[src/design/byte_pattern_replacer_assert.svh]
// Assertion macros shared by the byte pattern replacer modules.
// Expects signals named clk and rst in the module that uses them.
`ifndef BYTE_PATTERN_REPLACER_ASSERT_SVH
`define BYTE_PATTERN_REPLACER_ASSERT_SVH

// Same-cycle implication, disabled in reset
`define BPR_ASSERT_IMP(name, ante, cons, msg) \
  name: assert property (@(posedge clk) disable iff (rst) (ante) |-> (cons)) else $error(msg);

// Next-cycle implication, disabled in reset
`define BPR_ASSERT_NXT(name, ante, cons, msg) \
  name: assert property (@(posedge clk) disable iff (rst) (ante) |=> (cons)) else $error(msg);

`endif

[src/design/bpr_pkg.sv]
// Package for the byte pattern replacer: sizes, register codes, result type.
// No dependencies.
package bpr_pkg;

  localparam int PAT_BYTES = 4;
  localparam int WIN_CELLS = PAT_BYTES - 1;
  localparam int PAT_W     = 32;
  localparam int OFS_W     = 32;
  localparam int TOTAL_W   = 16;
  localparam int FILL_W    = $clog2(PAT_BYTES);
  localparam int CNT_W     = $clog2(PAT_BYTES + 1);
  localparam int PIDX_W    = $clog2(PAT_BYTES);
  localparam int QDEPTH    = 2 * PAT_BYTES;
  localparam int QCNT_W    = $clog2(QDEPTH + 1);

  localparam logic [TOTAL_W-1:0] TOTAL_MAX = '1;

  // Configuration registers
  localparam int ADDR_W    = 3;
  localparam int REG_IDX_W = 1;
  localparam logic [REG_IDX_W-1:0] REG_SEARCH  = 1'b0;
  localparam logic [REG_IDX_W-1:0] REG_REPLACE = 1'b1;
  localparam logic [PAT_W-1:0] SEARCH_RST  = 32'h9428_BB37;
  localparam logic [PAT_W-1:0] REPLACE_RST = 32'hD410_6835;

  typedef struct packed {
    logic               load;
    logic               shift;
  } cell_ctl_t;

  typedef struct packed {
    logic [7:0]         out_byte;
    logic               replaced;
    logic [OFS_W-1:0]   match_offset;
    logic               run_end;
    logic               stream_end;
    logic [TOTAL_W-1:0] replacement_count;
  } result_t;

  // Byte k of a pattern, byte 0 in the top bits
  function automatic logic [7:0] pat_byte(logic [PAT_W-1:0] pat, logic [PIDX_W-1:0] k);
    logic [PIDX_W-1:0] pos;
    pos = PIDX_W'(PAT_BYTES - 1) - k;
    return pat[8*pos +: 8];
  endfunction

endpackage

[src/design/bpr_cell.sv]
// One window cell: holds a pending byte and compares it to its search byte.
// Depends on bpr_pkg.
module bpr_cell
  import bpr_pkg::*;
(
  input  logic      clk,
  input  cell_ctl_t ctl,
  input  logic [7:0] in_byte,
  input  logic [7:0] right_byte,
  input  logic [7:0] pat_byte_in,
  output logic [7:0] cell_byte,
  output logic       hit
);

  logic [7:0] cell_byte_next;

  // shift takes the neighbor's byte, load takes the new stream byte
  always_comb begin
    if (ctl.shift) begin
      cell_byte_next = right_byte;
    end else if (ctl.load) begin
      cell_byte_next = in_byte;
    end else begin
      cell_byte_next = cell_byte;
    end
  end

  always_ff @(posedge clk) begin
    cell_byte <= cell_byte_next;
  end

  assign hit = (cell_byte == pat_byte_in);

endmodule

[src/design/bpr_out_queue.sv]
// Result queue: takes up to PAT_BYTES results per cycle while room is high, hands out one per cycle on pop.
// Depends on bpr_pkg and byte_pattern_replacer_assert.svh.
`include "byte_pattern_replacer_assert.svh"
module bpr_out_queue
  import bpr_pkg::*;
(
  input  logic              clk,
  input  logic              rst,
  input  logic [CNT_W-1:0]  push_n,
  input  result_t           push_data [PAT_BYTES],
  input  logic              pop,
  output result_t           head,
  output logic              valid,
  output logic              room
);

  result_t           slot [QDEPTH];
  result_t           slot_next [QDEPTH];
  logic [QCNT_W-1:0] count;
  logic [QCNT_W-1:0] count_next;
  logic [QCNT_W-1:0] base;

  assign base       = count - QCNT_W'(pop);
  assign count_next = base + QCNT_W'(push_n);

  // Slots below base shift toward the head; new results land right after them
  always_comb begin
    logic [QCNT_W-1:0] rel;
    for (int j = 0; j < QDEPTH; j++) begin
      rel = QCNT_W'(j) - base;
      slot_next[j] = slot[j];
      if (QCNT_W'(j) < base) begin
        if (pop && (j < QDEPTH - 1)) begin
          slot_next[j] = slot[(j + 1) % QDEPTH];
        end
      end else if (rel < QCNT_W'(push_n)) begin
        slot_next[j] = push_data[rel[PIDX_W-1:0]];
      end
    end
  end

  always_ff @(posedge clk) begin
    if (rst) begin
      count <= '0;
    end else begin
      count <= count_next;
    end
  end

  always_ff @(posedge clk) begin
    slot <= slot_next;
  end

  assign head  = slot[0];
  assign valid = (count != '0);
  assign room  = (count <= QCNT_W'(QDEPTH - PAT_BYTES));

  `BPR_ASSERT_IMP(a_count_bound, 1'b1, count <= QCNT_W'(QDEPTH), "queue count above depth")
  `BPR_ASSERT_IMP(a_push_room, push_n != '0, room, "results pushed without room")
  `BPR_ASSERT_NXT(a_push_grow, (push_n != '0) && !pop,
                  count == $past(count) + QCNT_W'($past(push_n)), "queue count lost results")

endmodule

[src/design/byte_pattern_replacer.sv]
// Top level of the byte pattern replacer: config registers, window cell chain,
// step control and result queue. Depends on bpr_pkg, bpr_cell, bpr_out_queue.
//
//  port group    dir  payload
//  s_*           in   tdata[7:0] in_byte, tlast stream_last
//  m_*           out  tdata out_byte/match_offset/replacement_count, tuser, tlast stream_end
//  APB p*        cfg  0x0 search_pattern, 0x4 replace_pattern
//
// One input byte is taken per cycle while s_tready is high; its results (zero
// to four) reach m_tvalid in the next cycle and leave an eight-entry result
// queue one per cycle while m_tready is high. s_tready is low in reset and while
// more than four results wait in that queue. Reset (synchronous) empties the
// window and queue, clears offset and count, and loads the default patterns.
module byte_pattern_replacer
  import bpr_pkg::*;
(
  input  logic              clk,
  input  logic              rst,
  // input stream
  input  logic              s_tvalid,
  output logic              s_tready,
  input  logic [7:0]        s_tdata,   // [7:0] in_byte
  input  logic              s_tlast,
  // output stream
  output logic              m_tvalid,
  input  logic              m_tready,
  output logic [55:0]       m_tdata,   // [7:0] out_byte, [39:8] match_offset,
                                       // [55:40] replacement_count
  output logic [1:0]        m_tuser,   // [0] replaced, [1] run_end
  output logic              m_tlast,
  // configuration
  input  logic              psel,
  input  logic              penable,
  input  logic              pwrite,
  input  logic [ADDR_W-1:0] paddr,
  input  logic [31:0]       pwdata,
  output logic [31:0]       prdata,
  output logic              pready
);

  logic [PAT_W-1:0]   search_pattern;
  logic [PAT_W-1:0]   replace_pattern;
  logic [FILL_W-1:0]  fill;
  logic [FILL_W-1:0]  fill_next;
  logic [OFS_W-1:0]   byte_offset;
  logic [OFS_W-1:0]   byte_offset_next;
  logic [TOTAL_W-1:0] replace_total;
  logic [TOTAL_W-1:0] replace_total_next;

  logic [REG_IDX_W-1:0] reg_idx;
  logic                 cfg_wr;
  logic                 s_accept;
  logic                 full;
  logic                 match;
  logic                 room;
  logic [CNT_W-1:0]     res_n;
  logic [CNT_W-1:0]     push_n;
  logic [OFS_W-1:0]     hit_offset;

  logic [7:0]  cell_byte [WIN_CELLS];
  logic        cell_hit  [WIN_CELLS];
  cell_ctl_t   cell_ctl  [WIN_CELLS];
  logic [7:0]  step_buf  [PAT_BYTES];
  result_t     res       [PAT_BYTES];
  result_t     head;

  // APB register file
  assign pready  = 1'b1;
  assign reg_idx = paddr[2 +: REG_IDX_W];
  assign cfg_wr  = psel && penable && pwrite && pready;

  always_ff @(posedge clk) begin
    if (rst) begin
      search_pattern  <= SEARCH_RST;
      replace_pattern <= REPLACE_RST;
    end else if (cfg_wr) begin
      unique case (reg_idx)
        REG_SEARCH:  search_pattern  <= pwdata;
        REG_REPLACE: replace_pattern <= pwdata;
        default: ;
      endcase
    end
  end

  always_comb begin
    unique case (reg_idx)
      REG_SEARCH:  prdata = search_pattern;
      REG_REPLACE: prdata = replace_pattern;
      default:     prdata = '0;
    endcase
  end

  // Window cell chain, oldest byte in cell 0
  for (genvar k = 0; k < WIN_CELLS; k++) begin : g_cell
    logic [7:0] right;
    if (k == WIN_CELLS - 1) begin : g_tail
      assign right = s_tdata;
    end else begin : g_mid
      assign right = cell_byte[k + 1];
    end

    assign cell_ctl[k].shift = s_accept && full && !match && !s_tlast;
    assign cell_ctl[k].load  = s_accept && !full && !s_tlast && (fill == FILL_W'(k));

    bpr_cell u_cell (
      .clk         (clk),
      .ctl         (cell_ctl[k]),
      .in_byte     (s_tdata),
      .right_byte  (right),
      .pat_byte_in (pat_byte(search_pattern, PIDX_W'(k))),
      .cell_byte   (cell_byte[k]),
      .hit         (cell_hit[k])
    );
  end

  // Match check over the full window plus the new byte
  assign full = (fill == FILL_W'(WIN_CELLS));

  always_comb begin
    match = full && (s_tdata == pat_byte(search_pattern, PIDX_W'(PAT_BYTES - 1)));
    for (int k = 0; k < WIN_CELLS; k++) begin
      match = match && cell_hit[k];
    end
  end

  // Results of this step
  always_comb begin
    if (match) begin
      res_n = CNT_W'(PAT_BYTES);
    end else if (s_tlast) begin
      res_n = CNT_W'(fill) + CNT_W'(1);
    end else if (full) begin
      res_n = CNT_W'(1);
    end else begin
      res_n = '0;
    end
  end

  assign hit_offset = byte_offset - OFS_W'(PAT_BYTES - 1);

  always_comb begin
    if (match && (replace_total != TOTAL_MAX)) begin
      replace_total_next = replace_total + TOTAL_W'(1);
    end else begin
      replace_total_next = replace_total;
    end
  end

  always_comb begin
    for (int k = 0; k < PAT_BYTES; k++) begin
      step_buf[k] = (k < WIN_CELLS) && (FILL_W'(k) < fill) ? cell_byte[k % WIN_CELLS]
                                                             : s_tdata;
      res[k].out_byte          = match ? pat_byte(replace_pattern, PIDX_W'(k)) : step_buf[k];
      res[k].replaced          = match;
      res[k].match_offset      = match ? hit_offset : '0;
      res[k].run_end           = (CNT_W'(k) == res_n - CNT_W'(1));
      res[k].stream_end        = (CNT_W'(k) == res_n - CNT_W'(1)) && s_tlast;
      res[k].replacement_count = replace_total_next;
    end
  end

  // Step state
  always_comb begin
    if (match || s_tlast) begin
      fill_next = '0;
    end else if (full) begin
      fill_next = fill;
    end else begin
      fill_next = fill + FILL_W'(1);
    end
    byte_offset_next = s_tlast ? '0 : byte_offset + OFS_W'(1);
  end

  always_ff @(posedge clk) begin
    if (rst) begin
      fill          <= '0;
      byte_offset   <= '0;
      replace_total <= '0;
    end else if (s_accept) begin
      fill          <= fill_next;
      byte_offset   <= byte_offset_next;
      replace_total <= replace_total_next;
    end
  end

  // Handshake and result queue
  assign s_tready = room && !rst;
  assign s_accept = s_tvalid && s_tready;
  assign push_n   = s_accept ? res_n : '0;

  bpr_out_queue u_queue (
    .clk       (clk),
    .rst       (rst),
    .push_n    (push_n),
    .push_data (res),
    .pop       (m_tvalid && m_tready),
    .head      (head),
    .valid     (m_tvalid),
    .room      (room)
  );

  assign m_tdata = {head.replacement_count, head.match_offset, head.out_byte};
  assign m_tuser = {head.run_end, head.replaced};
  assign m_tlast = head.stream_end;

endmodule
[config.mk]
export PLATFORM = sky130hd
export DESIGN_NAME = byte_pattern_replacer
export DESIGN_NICKNAME = d
export VERILOG_FILES = /design/src/design/bpr_pkg.sv /design/src/design/bpr_cell.sv /design/src/design/bpr_out_queue.sv /design/src/design/byte_pattern_replacer.sv
export VERILOG_INCLUDE_DIRS = /design/src /design/src/design
export SDC_FILE = /design/constraint.sdc
export NUM_CORES = 1
export LEC_CHECK = 0
export CORE_ASPECT_RATIO = 0.6
export CORE_MARGIN = 8
export CORE_UTILIZATION = 55
export CTS_CLUSTER_DIAMETER = 80
export DETAILED_ROUTE_END_ITERATION = 7
export DONT_BUFFER_PORTS = 1
export GPL_TIMING_DRIVEN = 0
export PLACE_DENSITY = 0.7
export SYNTH_ARGS = -nofsm -noshare
export SYNTH_HDL_FRONTEND = slang
export SYNTH_SLANG_ARGS = --single-unit
[constraint.sdc]
create_clock -name clk -period 21 [get_ports clk]
set_input_delay 2.1 -clock clk [delete_from_list [all_inputs] [get_ports clk]]
set_output_delay 2.1 -clock clk [all_outputs]
set_load 0.005 [all_outputs]
==> impl_metrics.tcl, run 1 <==
set metrics [dict create \
    run_status "finished, final reports clean" \
    regToRegEndpoint "u_queue.slot[69]" \
    cts_hold_repair.buffers 0 \
    cts.sinks 614 \
    period_share_pct 34.6 \
    grt_pass1_vias 20208 \
    final_period_minus_worst_setup_slack_ns 7.28 \
    worst-slew-pin-transition_ns 1.33 \
    hold-path-cell-count 2 \
    reg2reg_slack_ns 14.21 \
    finClkSkew_ns 0.0285 \
    netlist_area_sq_mm 0.0290 \
    drt_iter0_drc 2910 \
    post_drt_wl_per_cell_um 24.2 \
    initial_drt_pass_iterations 6 \
    leading_cell_type_by_number_of_instances_after_synthesis "sky130_fd_sc_hd__edfxtp_1" \
    postPlaceCellArea_sq_mm 0.0303 \
    tritoncts.num_buffers 56 \
    path_max_fanout 24 \
    cts.reportedPaths.clkPinSlew_ns 0.06 \
    min-delay-start "search_pattern[16]" \
    gpl.final_weighted_congestion 1.01 \
    ff2ff_path_depth 16 \
    critPathRequiredTime_ns 21.28 \
    classification_of_the_worst_setup_path "in -> reg" \
    crit_chain "nand2_1, inv_1, ha_1, ha_1, clkbuf_1, inv_2, ha_1, inv_1, buf_1, ha_1, a21o_1, a21oi_1, a21oi_1, a21oi_4, buf_12" \
    slew-limit-headroom_pct 11.5 \
    ys_types 62 \
    die_height_um 194 \
    clock_network_latency_to_the_later_pin_of_the_worst_skew_pair_ns 0.61 \
    drive_above_1_share_pct 12.4 \
    crit-reg2reg-launch "u_queue.count[3]" \
    final_antenna_diode_count 0 \
    clk_path_buf_depth 3 \
    pin_count 145 \
    startpoint_type_of_the_worst_setup_path "input pin" \
    overall_track_demand_over_capacity_in_global_routing_pct 26.5 \
    netlist.top_cell.by_area "sky130_fd_sc_hd__edfxtp_1" \
    post-dp-hpwl_um 60900 \
    grt_antenna_before_repair 2 \
    worst_setup_path_end_kind "flip-flop" \
    min_delay_worst_endpoint "search_pattern[16]" \
    cpLargestDelayFamily "buffers and inverters" \
    count_of_buffers_from_port_buffering 0 \
    syn-instance-count 2599 \
    synth.cells.most_frequent "496 x sky130_fd_sc_hd__edfxtp_1, 463 x sky130_fd_sc_hd__nand2_1, 285 x sky130_fd_sc_hd__o21ai_0" \
    drt-total-wl_um 82800 \
    gr-total-overflow 0 \
    synth_edf_count 496 \
    post_cts_buffers 0 \
    critical_path.max_stage_delay_ns 0.83 \
    fillCellCount 4230 \
    ctsResizeCount 0 \
    max_cap_viol_count 0 \
    drcViolationCount 0 \
    floorplan.rows 65 \
    synthTopCellsByArea "sky130_fd_sc_hd__edfxtp_1 51%, sky130_fd_sc_hd__dfxtp_1 8.1%, sky130_fd_sc_hd__nand2_1 6.0%" \
    finalSetupViolations 0 \
    maxSlewViolCount 0 \
    num_vias 20841 \
    synth_nets 2681 \
    htree_levels 2 \
    die-area_sq_mm 0.0607 \
    syn_area_per_cell_sq_um 11.2 \
    cts_root_buf "sky130_fd_sc_hd__clkbuf_16" \
    yosysWarnings 0 \
    yosysSeqAreaShare_pct 59.4 \
    worst-path-buf-inv 6 \
    design.final.nets 2754 \
    synthFlopType "sky130_fd_sc_hd__edfxtp_1" \
    grt_first_pass_wirelength_um 125000 \
    largest_net_degree_at_the_start_of_global_routing 60 \
    cpMaxStageDelayCell "sky130_fd_sc_hd__a21oi_4" \
    number_of_vias_per_cell_after_detailed_routing 6.10 \
    initial_core_utilization_pct 55.5 \
    post_synthesis_async_set_or_reset_flop_share_pct 0 \
    area.growth.synth_to_final_pct 10.3 \
    setup_total_negative_slack_ns 0 \
    finalHoldViolCount 0 \
    fmax_mhz 137 \
    placeableCoreArea_sq_mm 0.0524 \
    postRouteAntennaNets 0 \
    layout.core_utilization_pct 61.2 \
    timing.hold.worst.class "reg -> reg" \
    synth.top_cell.area_share_pct 51.3 \
    die-width_um 313 \
    cp.arrival_ns 7.55 \
    tritoncts "built" \
    grt_setup_unrepaired "false" \
    final_area_sq_mm 0.0320 \
    most_repeated_library_cell_on_the_critical_path "sky130_fd_sc_hd__ha_1" \
    ys_seq_elements 614 \
]
-- worst max path at each step --
stage | start | end | slack, ns | cells past startpoint
after floorplan | s_tdata[4] | u_queue.slot[0] | 11.49 | 11
after detailed placement | m_tready | u_queue.slot[67] | 13.22 | 14
after global placement | s_tdata[4] | u_queue.slot[40] | 7.35 | 10
after global routing | m_tready | u_queue.slot[68] | 13.52 | 14
final | m_tready | u_queue.slot[69] | 13.72 | 15
after CTS | m_tready | u_queue.slot[70] | 13.84 | 15
-- per-stage QoR --
stage               hold WS [ns]  instances  setup slack (ns)
finish                     0.491       3419             13.72
global route               0.519       3419             13.52
CTS                        0.482       3419             13.84
detailed placement         0.474       3317             13.22
global placement           0.476       3302              7.35
floorplan                  0.449       2599             11.49
-- worst register-to-register path: stages, from the launching register on --
cell and delay (ns):
sky130_fd_sc_hd__dfxtp_1 0.33, sky130_fd_sc_hd__or4_1 0.62, sky130_fd_sc_hd__nand2_1 0.43, sky130_fd_sc_hd__inv_1 0.24
sky130_fd_sc_hd__ha_1 0.26, sky130_fd_sc_hd__ha_1 0.40, sky130_fd_sc_hd__clkbuf_1 0.44, sky130_fd_sc_hd__inv_2 0.38
sky130_fd_sc_hd__ha_1 0.49, sky130_fd_sc_hd__inv_1 0.27, sky130_fd_sc_hd__buf_1 0.64, sky130_fd_sc_hd__ha_1 0.38
sky130_fd_sc_hd__a21o_1 0.17, sky130_fd_sc_hd__a21oi_1 0.15, sky130_fd_sc_hd__a21oi_1 0.12, sky130_fd_sc_hd__a21oi_4 0.83
sky130_fd_sc_hd__buf_12 0.29
-- logic make-up (layout without fill, tap and decap cells) --
kind of cell / count (synthesis) / count (layout) / share of synthesized area [%]
DFF: 614 / 614 / 59.4
muxes: 185 / 185 / 8.63
buffers and inverters: 323 / 440 / 5.05
xor gates and xnor gates: 125 / 125 / 3.77
other: 1 / 1 / 0.0129
AOI/OAI and AO/OA: 468 / 468 / 8.58
and+or+nand+nor: 849 / 849 / 13.1
adders and majority gates: 34 / 34 / 1.49
-- final cells by class --
| type | count | area (sq um) | share of cell area [%] |
|---|---|---|---|
| inverter | 102 | 383 | 1.19 |
| clock buffer | 73 | 1510 | 4.70 |
| buffer | 221 | 1080 | 3.39 |
| clock inverter | 29 | 229 | 0.715 |
| timing repair buffer | 15 | 304 | 0.949 |
| sequential | 614 | 17300 | 53.9 |
| tap | 703 | 880 | 2.75 |
| multi-input combinational | 1662 | 10400 | 32.5 |
-- routing by layer --
layer	up-vias	GRT usage [%]	share of wire [%]
li1	9289	-	-
met1	10311	41.0	45
met2	1096	35.8	40
met3	143	8.76	12
met4	2	5.63	2.1
met5	-	0.568	0.052
-- state kept, by name, summed over array words and instances (netlist names) --
register                 count
u_queue.slot               413
u_queue.head                59
byte_offset                 32
replace_pattern             32
search_pattern              32
g_cell.u_cell.cell_byte     24
replace_total               16
u_queue.count                4
fill                         2
-- cell usage in the layout (no fill, tap or decap), drive strengths merged, types with 27 or more instances in the layout --
| cell type | count |
|---|---|
| a21oi | 135 |
| buf | 100 |
| clkbuf | 209 |
| dfxtp | 118 |
| edfxtp | 496 |
| ha | 29 |
| inv | 103 |
| mux2 | 126 |
| mux4 | 35 |
| nand2 | 463 |
| nand3 | 38 |
| nand3b | 28 |
| nor2 | 166 |
| nor3 | 27 |
| o21ai | 287 |
| xnor2 | 79 |
| xor2 | 46 |
Power of run 1 is left out: the tool's default activity adds up to more than one toggle a clock period on the data nets, which glitch-free logic cannot reach.
==> run 2, diff against run 1 <==
PLACE_DENSITY = 0.73   (was 0.7)
clock period = 6.1 ns   (was 21 ns; I/O delays follow)
==> impl_metrics.tcl, run 2 (synthesis gave the netlist of run 1 again) <==
set metrics [dict create \
    cts_root_buf "sky130_fd_sc_hd__clkbuf_16" \
    design.final.nets 2751 \
    count_of_buffers_from_port_buffering 0 \
    final_period_minus_worst_setup_slack_ns 5.93 \
    cts.reportedPaths.clkPinSlew_ns 0.07 \
    num_vias 21067 \
    critPathRequiredTime_ns 6.33 \
    floorplan.rows 65 \
    setup_total_negative_slack_ns 0 \
    die_height_um 194 \
    tritoncts "built" \
    drive_above_1_share_pct 12.9 \
    gr-total-overflow 0 \
    area.growth.synth_to_final_pct 11.2 \
    largest_register_ff_count 413 \
    fmax_mhz 169 \
    die-area_sq_mm 0.0607 \
    finClkSkew_ns 0.0163 \
    htree_levels 2 \
    path_max_fanout 59 \
    reg2reg_slack_ns 0.17 \
    period_share_pct 97.2 \
    startpoint_type_of_the_worst_setup_path "flip-flop" \
    finalSetupViolations 0 \
    drt-total-wl_um 83700 \
    cts.sinks 614 \
    pin_count 145 \
    clk_path_buf_depth 3 \
    timing.hold.worst.class "in -> reg" \
    final_antenna_diode_count 0 \
    gpl.final_weighted_congestion 1.03 \
    post_drt_wl_per_cell_um 24.5 \
    largest_net_degree_at_the_start_of_global_routing 60 \
    grt_antenna_before_repair 0 \
    placeableCoreArea_sq_mm 0.0524 \
    slew-limit-headroom_pct 22.9 \
    overall_track_demand_over_capacity_in_global_routing_pct 26.7 \
    worst_setup_path_end_kind "flip-flop" \
    max_cap_viol_count 0 \
    worst-slew-pin-transition_ns 1.14 \
    grt_pass1_vias 20137 \
    die-width_um 313 \
    initial_core_utilization_pct 55.5 \
    finalHoldViolCount 0 \
    number_of_vias_per_cell_after_detailed_routing 6.17 \
    cp.arrival_ns 6.16 \
    tritoncts.num_buffers 55 \
    grt_first_pass_wirelength_um 126000 \
    ff2ff_path_depth 12 \
    initial_drt_pass_iterations 5 \
    grt_setup_unrepaired "false" \
    maxSlewViolCount 0 \
    drt_iter0_drc 2831 \
    layout_common_cells "496 x sky130_fd_sc_hd__edfxtp_1, 462 x sky130_fd_sc_hd__nand2_1, 283 x sky130_fd_sc_hd__o21ai_0" \
    drcViolationCount 0 \
    postRouteAntennaNets 0 \
    clock_network_latency_to_the_later_pin_of_the_worst_skew_pair_ns 0.61 \
    cts_hold_repair.buffers 0 \
    registers.top_by_ff_count "u_queue.slot" \
    post-dp-hpwl_um 61200 \
    classification_of_the_worst_setup_path "reg -> reg" \
    mostFrequentLayoutCell "sky130_fd_sc_hd__edfxtp_1" \
    run_status "finished, final reports clean" \
    hold-path-cell-count 0 \
]
==> run 2: cell count changes in the layout (fill, tap and decap cells not counted), moves of 3 or more <==
cell | previous run | this run
sky130_fd_sc_hd__buf_1 | 17 | 14
sky130_fd_sc_hd__buf_6 | 5 | 2
sky130_fd_sc_hd__buf_8 | 4 | 1
sky130_fd_sc_hd__bufinv_16 | 3 | 12
sky130_fd_sc_hd__clkbuf_1 | 150 | 137
sky130_fd_sc_hd__clkinv_1 | 9 | 13
sky130_fd_sc_hd__clkinv_2 | 11 | 8
sky130_fd_sc_hd__clkinvlp_4 | 2 | 7
==> run 2: worst paths after layout <==
kind | start | to
setup / recovery | u_queue.count[3] | u_queue.slot[302]
setup reg to reg | u_queue.count[3] | u_queue.slot[302]
hold / removal | s_tdata[7] | g_cell[2].u_cell.cell_byte[7]
hold reg to reg | search_pattern[18] | search_pattern[18]
==> run 2: routing by layer <==
layer | track usage [%] | routed length [um] | part of all wire, %
met3 | 9.77 | 11600 | 14
met4 | 4.74 | 1480 | 1.8
met2 | 36.4 | 33500 | 40
met5 | 1.70 | 146 | 0.17
met1 | 40.7 | 37000 | 44
==> run 2: worst max-delay path, cell delays in order (launching register included) <==
cell,delay [ns]
sky130_fd_sc_hd__dfxtp_1,0.35
sky130_fd_sc_hd__or4_1,0.64
sky130_fd_sc_hd__nand2_2,0.37
sky130_fd_sc_hd__inv_1,0.24
sky130_fd_sc_hd__ha_1,0.27
sky130_fd_sc_hd__ha_1,0.41
sky130_fd_sc_hd__clkbuf_2,0.28
sky130_fd_sc_hd__inv_2,0.39
sky130_fd_sc_hd__ha_1,0.26
sky130_fd_sc_hd__inv_1,0.10
sky130_fd_sc_hd__nand2_1,0.60
sky130_fd_sc_hd__clkbuf_1,0.67
sky130_fd_sc_hd__a22o_4,0.90
==> run 2: area by class of cell <==
type                       instances  area, sq um
clock inverter                    44          534
buffer                           219         1090
clock buffer                      57         1380
tap                              703          880
multi-input combinational       1663        10400
timing repair buffer              14          328
sequential                       614        17300
inverter                         102          387
fill                            4166        20100
==> run 2: timing repair <==
item | in CTS | in global routing
buffers inserted | 1 | 0
endpoints found under the setup margin | 186 | 261
gates cloned | 0 | 1
resized for setup | 5 | 4
==> run 2: through the flow <==
step | setup slack [ns] | util, % | cells | hold WS, ns | area (sq um)
3_3_place_gp | -3.31 | 57.2 | 3302 | 0.477 | 29900
3_5_place_dp | -0.678 | 57.9 | 3315 | 0.483 | 30300
5_1_grt | 0.132 | 61.7 | 3416 | 0.0777 | 32300
4_1_cts | 0.0334 | 61.6 | 3415 | 0.0823 | 32300
6_report | 0.170 | 61.7 | 3416 | 0.0951 | 32300
2_1_floorplan | -0.0480 | - | 2599 | 0.449 | 29100
Power of run 2 is left out for the same reason.
==> run 3, diff against run 2 <==
ABC_AREA = 1   (was not set)
MAX_ROUTING_LAYER = met4   (was not set)
REMOVE_ABC_BUFFERS = 1   (was not set)
==> impl_metrics.tcl, run 3 <==
set metrics [dict create \
    reg2reg_slack_ns 0.19 \
    min-delay-start "rst" \
    grt_setup_unrepaired "false" \
    final_area_sq_mm 0.0326 \
    initial_drt_pass_iterations 8 \
    sequential_cell_area_sq_mm 0.0173 \
    finalSetupViolations 0 \
    cts.reportedPaths.clkPinSlew_ns 0.07 \
    die-area_sq_mm 0.0623 \
    run_status "finished with violations" \
    fmax_mhz 169 \
    min_delay_worst_endpoint "fill[1]" \
    post-dp-hpwl_um 61500 \
    drt-total-wl_um 89800 \
    tritoncts "built" \
    yosysSeqAreaShare_pct 57.8 \
    path_max_fanout 32 \
    maxSlewViolCount 0 \
    initial_core_utilization_pct 55.4 \
    synthTopCellsByArea "sky130_fd_sc_hd__edfxtp_1 50%, sky130_fd_sc_hd__nand2_1 9.8%, sky130_fd_sc_hd__dfxtp_1 7.9%" \
    number_of_vias_per_cell_after_detailed_routing 6.18 \
    clk_path_buf_depth 3 \
    multi_input_area_sq_mm 0.0108 \
    gr-total-overflow 0 \
    synthFlopType "sky130_fd_sc_hd__edfxtp_1" \
    finClkSkew_ns 0.0227 \
    final_period_minus_worst_setup_slack_ns 5.91 \
    startpoint_type_of_the_worst_setup_path "flip-flop" \
    postRouteAntennaNets 0 \
    ys_types 52 \
    failed_checks "DRC, capacitance limit" \
    drcViolationCount 4 \
    ys_seq_elements 614 \
    largest_net_degree_at_the_start_of_global_routing 61 \
    drt_iter0_drc 3798 \
    timing.hold.worst.class "in -> reg" \
    yosysWarnings 0 \
    leading_cell_type_by_number_of_instances_after_synthesis "sky130_fd_sc_hd__nand2_1" \
    ff2ff_path_depth 16 \
    drive_above_1_share_pct 7.19 \
    synth_edf_count 496 \
    registers.top_by_ff_count "u_queue.slot" \
    count_of_buffers_from_port_buffering 0 \
    design.final.nets 3220 \
    crit-reg2reg-launch "u_queue.count[1]" \
    gpl.final_weighted_congestion 0.950 \
    final_antenna_diode_count 0 \
    worst_setup_path_end_kind "flip-flop" \
    pin_count 145 \
    hold_slack_ns 0.0393 \
    tritoncts.num_buffers 57 \
    layout_common_cells "775 x sky130_fd_sc_hd__nand2_1, 496 x sky130_fd_sc_hd__edfxtp_1, 342 x sky130_fd_sc_hd__o21ai_0" \
    grt_first_pass_wirelength_um 135000 \
    hold-path-cell-count 1 \
    die_height_um 197 \
    finalHoldViolCount 0 \
    worst-slew-pin-transition_ns 1.45 \
    synth.top_cell.area_share_pct 49.9 \
    largest_register_ff_count 413 \
    setup_total_negative_slack_ns 0 \
    netlist_area_sq_mm 0.0299 \
    placeableCoreArea_sq_mm 0.0539 \
    syn_area_per_cell_sq_um 9.16 \
    post_synthesis_async_set_or_reset_flop_share_pct 0 \
    crit_start "u_queue.count[1]" \
    post_drt_wl_per_cell_um 23.0 \
    die-width_um 317 \
    num_vias 24121 \
    area.growth.synth_to_final_pct 9.05 \
    clock_network_latency_to_the_later_pin_of_the_worst_skew_pair_ns 0.64 \
    cts_hold_repair.buffers 0 \
    overall_track_demand_over_capacity_in_global_routing_pct 28.9 \
    synth.cells.most_frequent "781 x sky130_fd_sc_hd__nand2_1, 496 x sky130_fd_sc_hd__edfxtp_1, 348 x sky130_fd_sc_hd__o21ai_0" \
    regToRegEndpoint "u_queue.slot[183]" \
    floorplan.rows 66 \
    htree_levels 2 \
    grt_antenna_before_repair 1 \
    period_share_pct 96.8 \
    critPathRequiredTime_ns 6.42 \
    syn-instance-count 3261 \
    fillCellCount 4476 \
    postPlaceCellArea_sq_mm 0.0306 \
    mostFrequentLayoutCell "sky130_fd_sc_hd__nand2_1" \
    grt_pass1_vias 22400 \
    cp.arrival_ns 6.23 \
    cts_root_buf "sky130_fd_sc_hd__clkbuf_16" \
    netlist.top_cell.by_area "sky130_fd_sc_hd__edfxtp_1" \
    max_cap_viol_count 1 \
    classification_of_the_worst_setup_path "reg -> reg" \
    cts.sinks 614 \
    slew-limit-headroom_pct 2.62 \
]
==> run 3: cell count changes in the layout (fill, tap and decap cells not counted), sizes merged, moves of 31 or more <==
| cell | before | now |
|---|---|---|
| nand2 | 463 | 813 |
| o21ai | 287 | 366 |
| nor2 | 166 | 309 |
| a31oi | 2 | 88 |
| mux2 | 126 | 0 |
| buf | 96 | 47 |
| inv | 102 | 222 |
| nand3 | 38 | 264 |
| mux4 | 35 | 0 |
| a21oi | 136 | 105 |
| clkbuf | 193 | 77 |
| xnor2 | 79 | 13 |
==> run 3: repair_timing <==
action                                  4_1_cts  5_1_grt
resized for setup                            11        3
pin swaps                                     1        2
buffers inserted                              2        1
endpoints found under the setup margin      519      168
gates cloned                                  1        1
==> run 3: worst max-delay path by stage <==
stage / cells past startpoint / end / slack, ns
floorplan: 9 / u_queue.slot[100] / -4.61
global placement: 11 / u_queue.slot[67] / -13.67
CTS: 16 / u_queue.slot[183] / 0.04
global route: 16 / u_queue.slot[183] / 0.02
detailed placement: 18 / u_queue.slot[67] / -2.93
finish: 16 / u_queue.slot[183] / 0.19
==> run 3: cell families (layout without fill, tap and decap cells) <==
family | after synthesis | count (layout) | share of synthesized area [%]
compound gates | 591 | 591 | 10.6
buf+inv | 459 | 384 | 6.69
flops | 614 | 614 | 57.8
xor+xnor | 50 | 50 | 1.47
simple gates | 1515 | 1515 | 22.1
fa+ha+maj | 31 | 31 | 1.35
other cells | 1 | 1 | 0.0126
==> run 3: metrics by stage <==
| stage | instances | utilization, % | worst slack [ns] |
|---|---|---|---|
| after floorplan | 3030 | - | -4.61 |
| after global placement | 3744 | 54.9 | -13.67 |
| after detailed placement | 3788 | 56.8 | -2.93 |
| after CTS | 3898 | 60.4 | 0.0354 |
| after global routing | 3900 | 60.4 | 0.0220 |
| final | 3900 | 60.4 | 0.193 |
==> run 3: critical path: stages, from the launching register on <==
cell                       delay (ns)
sky130_fd_sc_hd__dfxtp_1         0.31
sky130_fd_sc_hd__inv_1           0.16
sky130_fd_sc_hd__nand4_1         0.20
sky130_fd_sc_hd__nand2_2         0.34
sky130_fd_sc_hd__inv_1           0.15
sky130_fd_sc_hd__ha_2            0.23
sky130_fd_sc_hd__ha_4            0.16
sky130_fd_sc_hd__or2_2           0.27
sky130_fd_sc_hd__nand2_1         0.34
sky130_fd_sc_hd__ha_4            0.50
sky130_fd_sc_hd__buf_12          0.27
sky130_fd_sc_hd__clkinv_2        0.60
sky130_fd_sc_hd__nand2_2         0.58
sky130_fd_sc_hd__nand2_1         0.17
sky130_fd_sc_hd__o32ai_4         0.81
sky130_fd_sc_hd__buf_16          0.24
sky130_fd_sc_hd__buf_8           0.20
==> run 3: area by class of cell <==
cell class / instances / share of cell area [%]
flip-flops and latches: 614 / 53.0
multi-input cells: 2188 / 33.2
clock buffers: 77 / 4.77
well taps: 714 / 2.74
repair buffers: 47 / 2.69
inverters: 228 / 2.68
clock inverters: 30 / 0.956
repair inverters: 2 / 0.0307
==> run 3: layer usage <==
layer / routed length, um / up-vias / GRT usage [%] / part of all wire (%)
li1: - / 10864 / - / -
met1: 39700 / 11440 / 43.9 / 44
met2: 36600 / 1652 / 39.7 / 41
met3: 11800 / 165 / 5.84 / 13
met4: 1810 / 0 / 6.16 / 2.0
met5: 0 / - / - / 0
Power of run 3 is left out for the same reason.
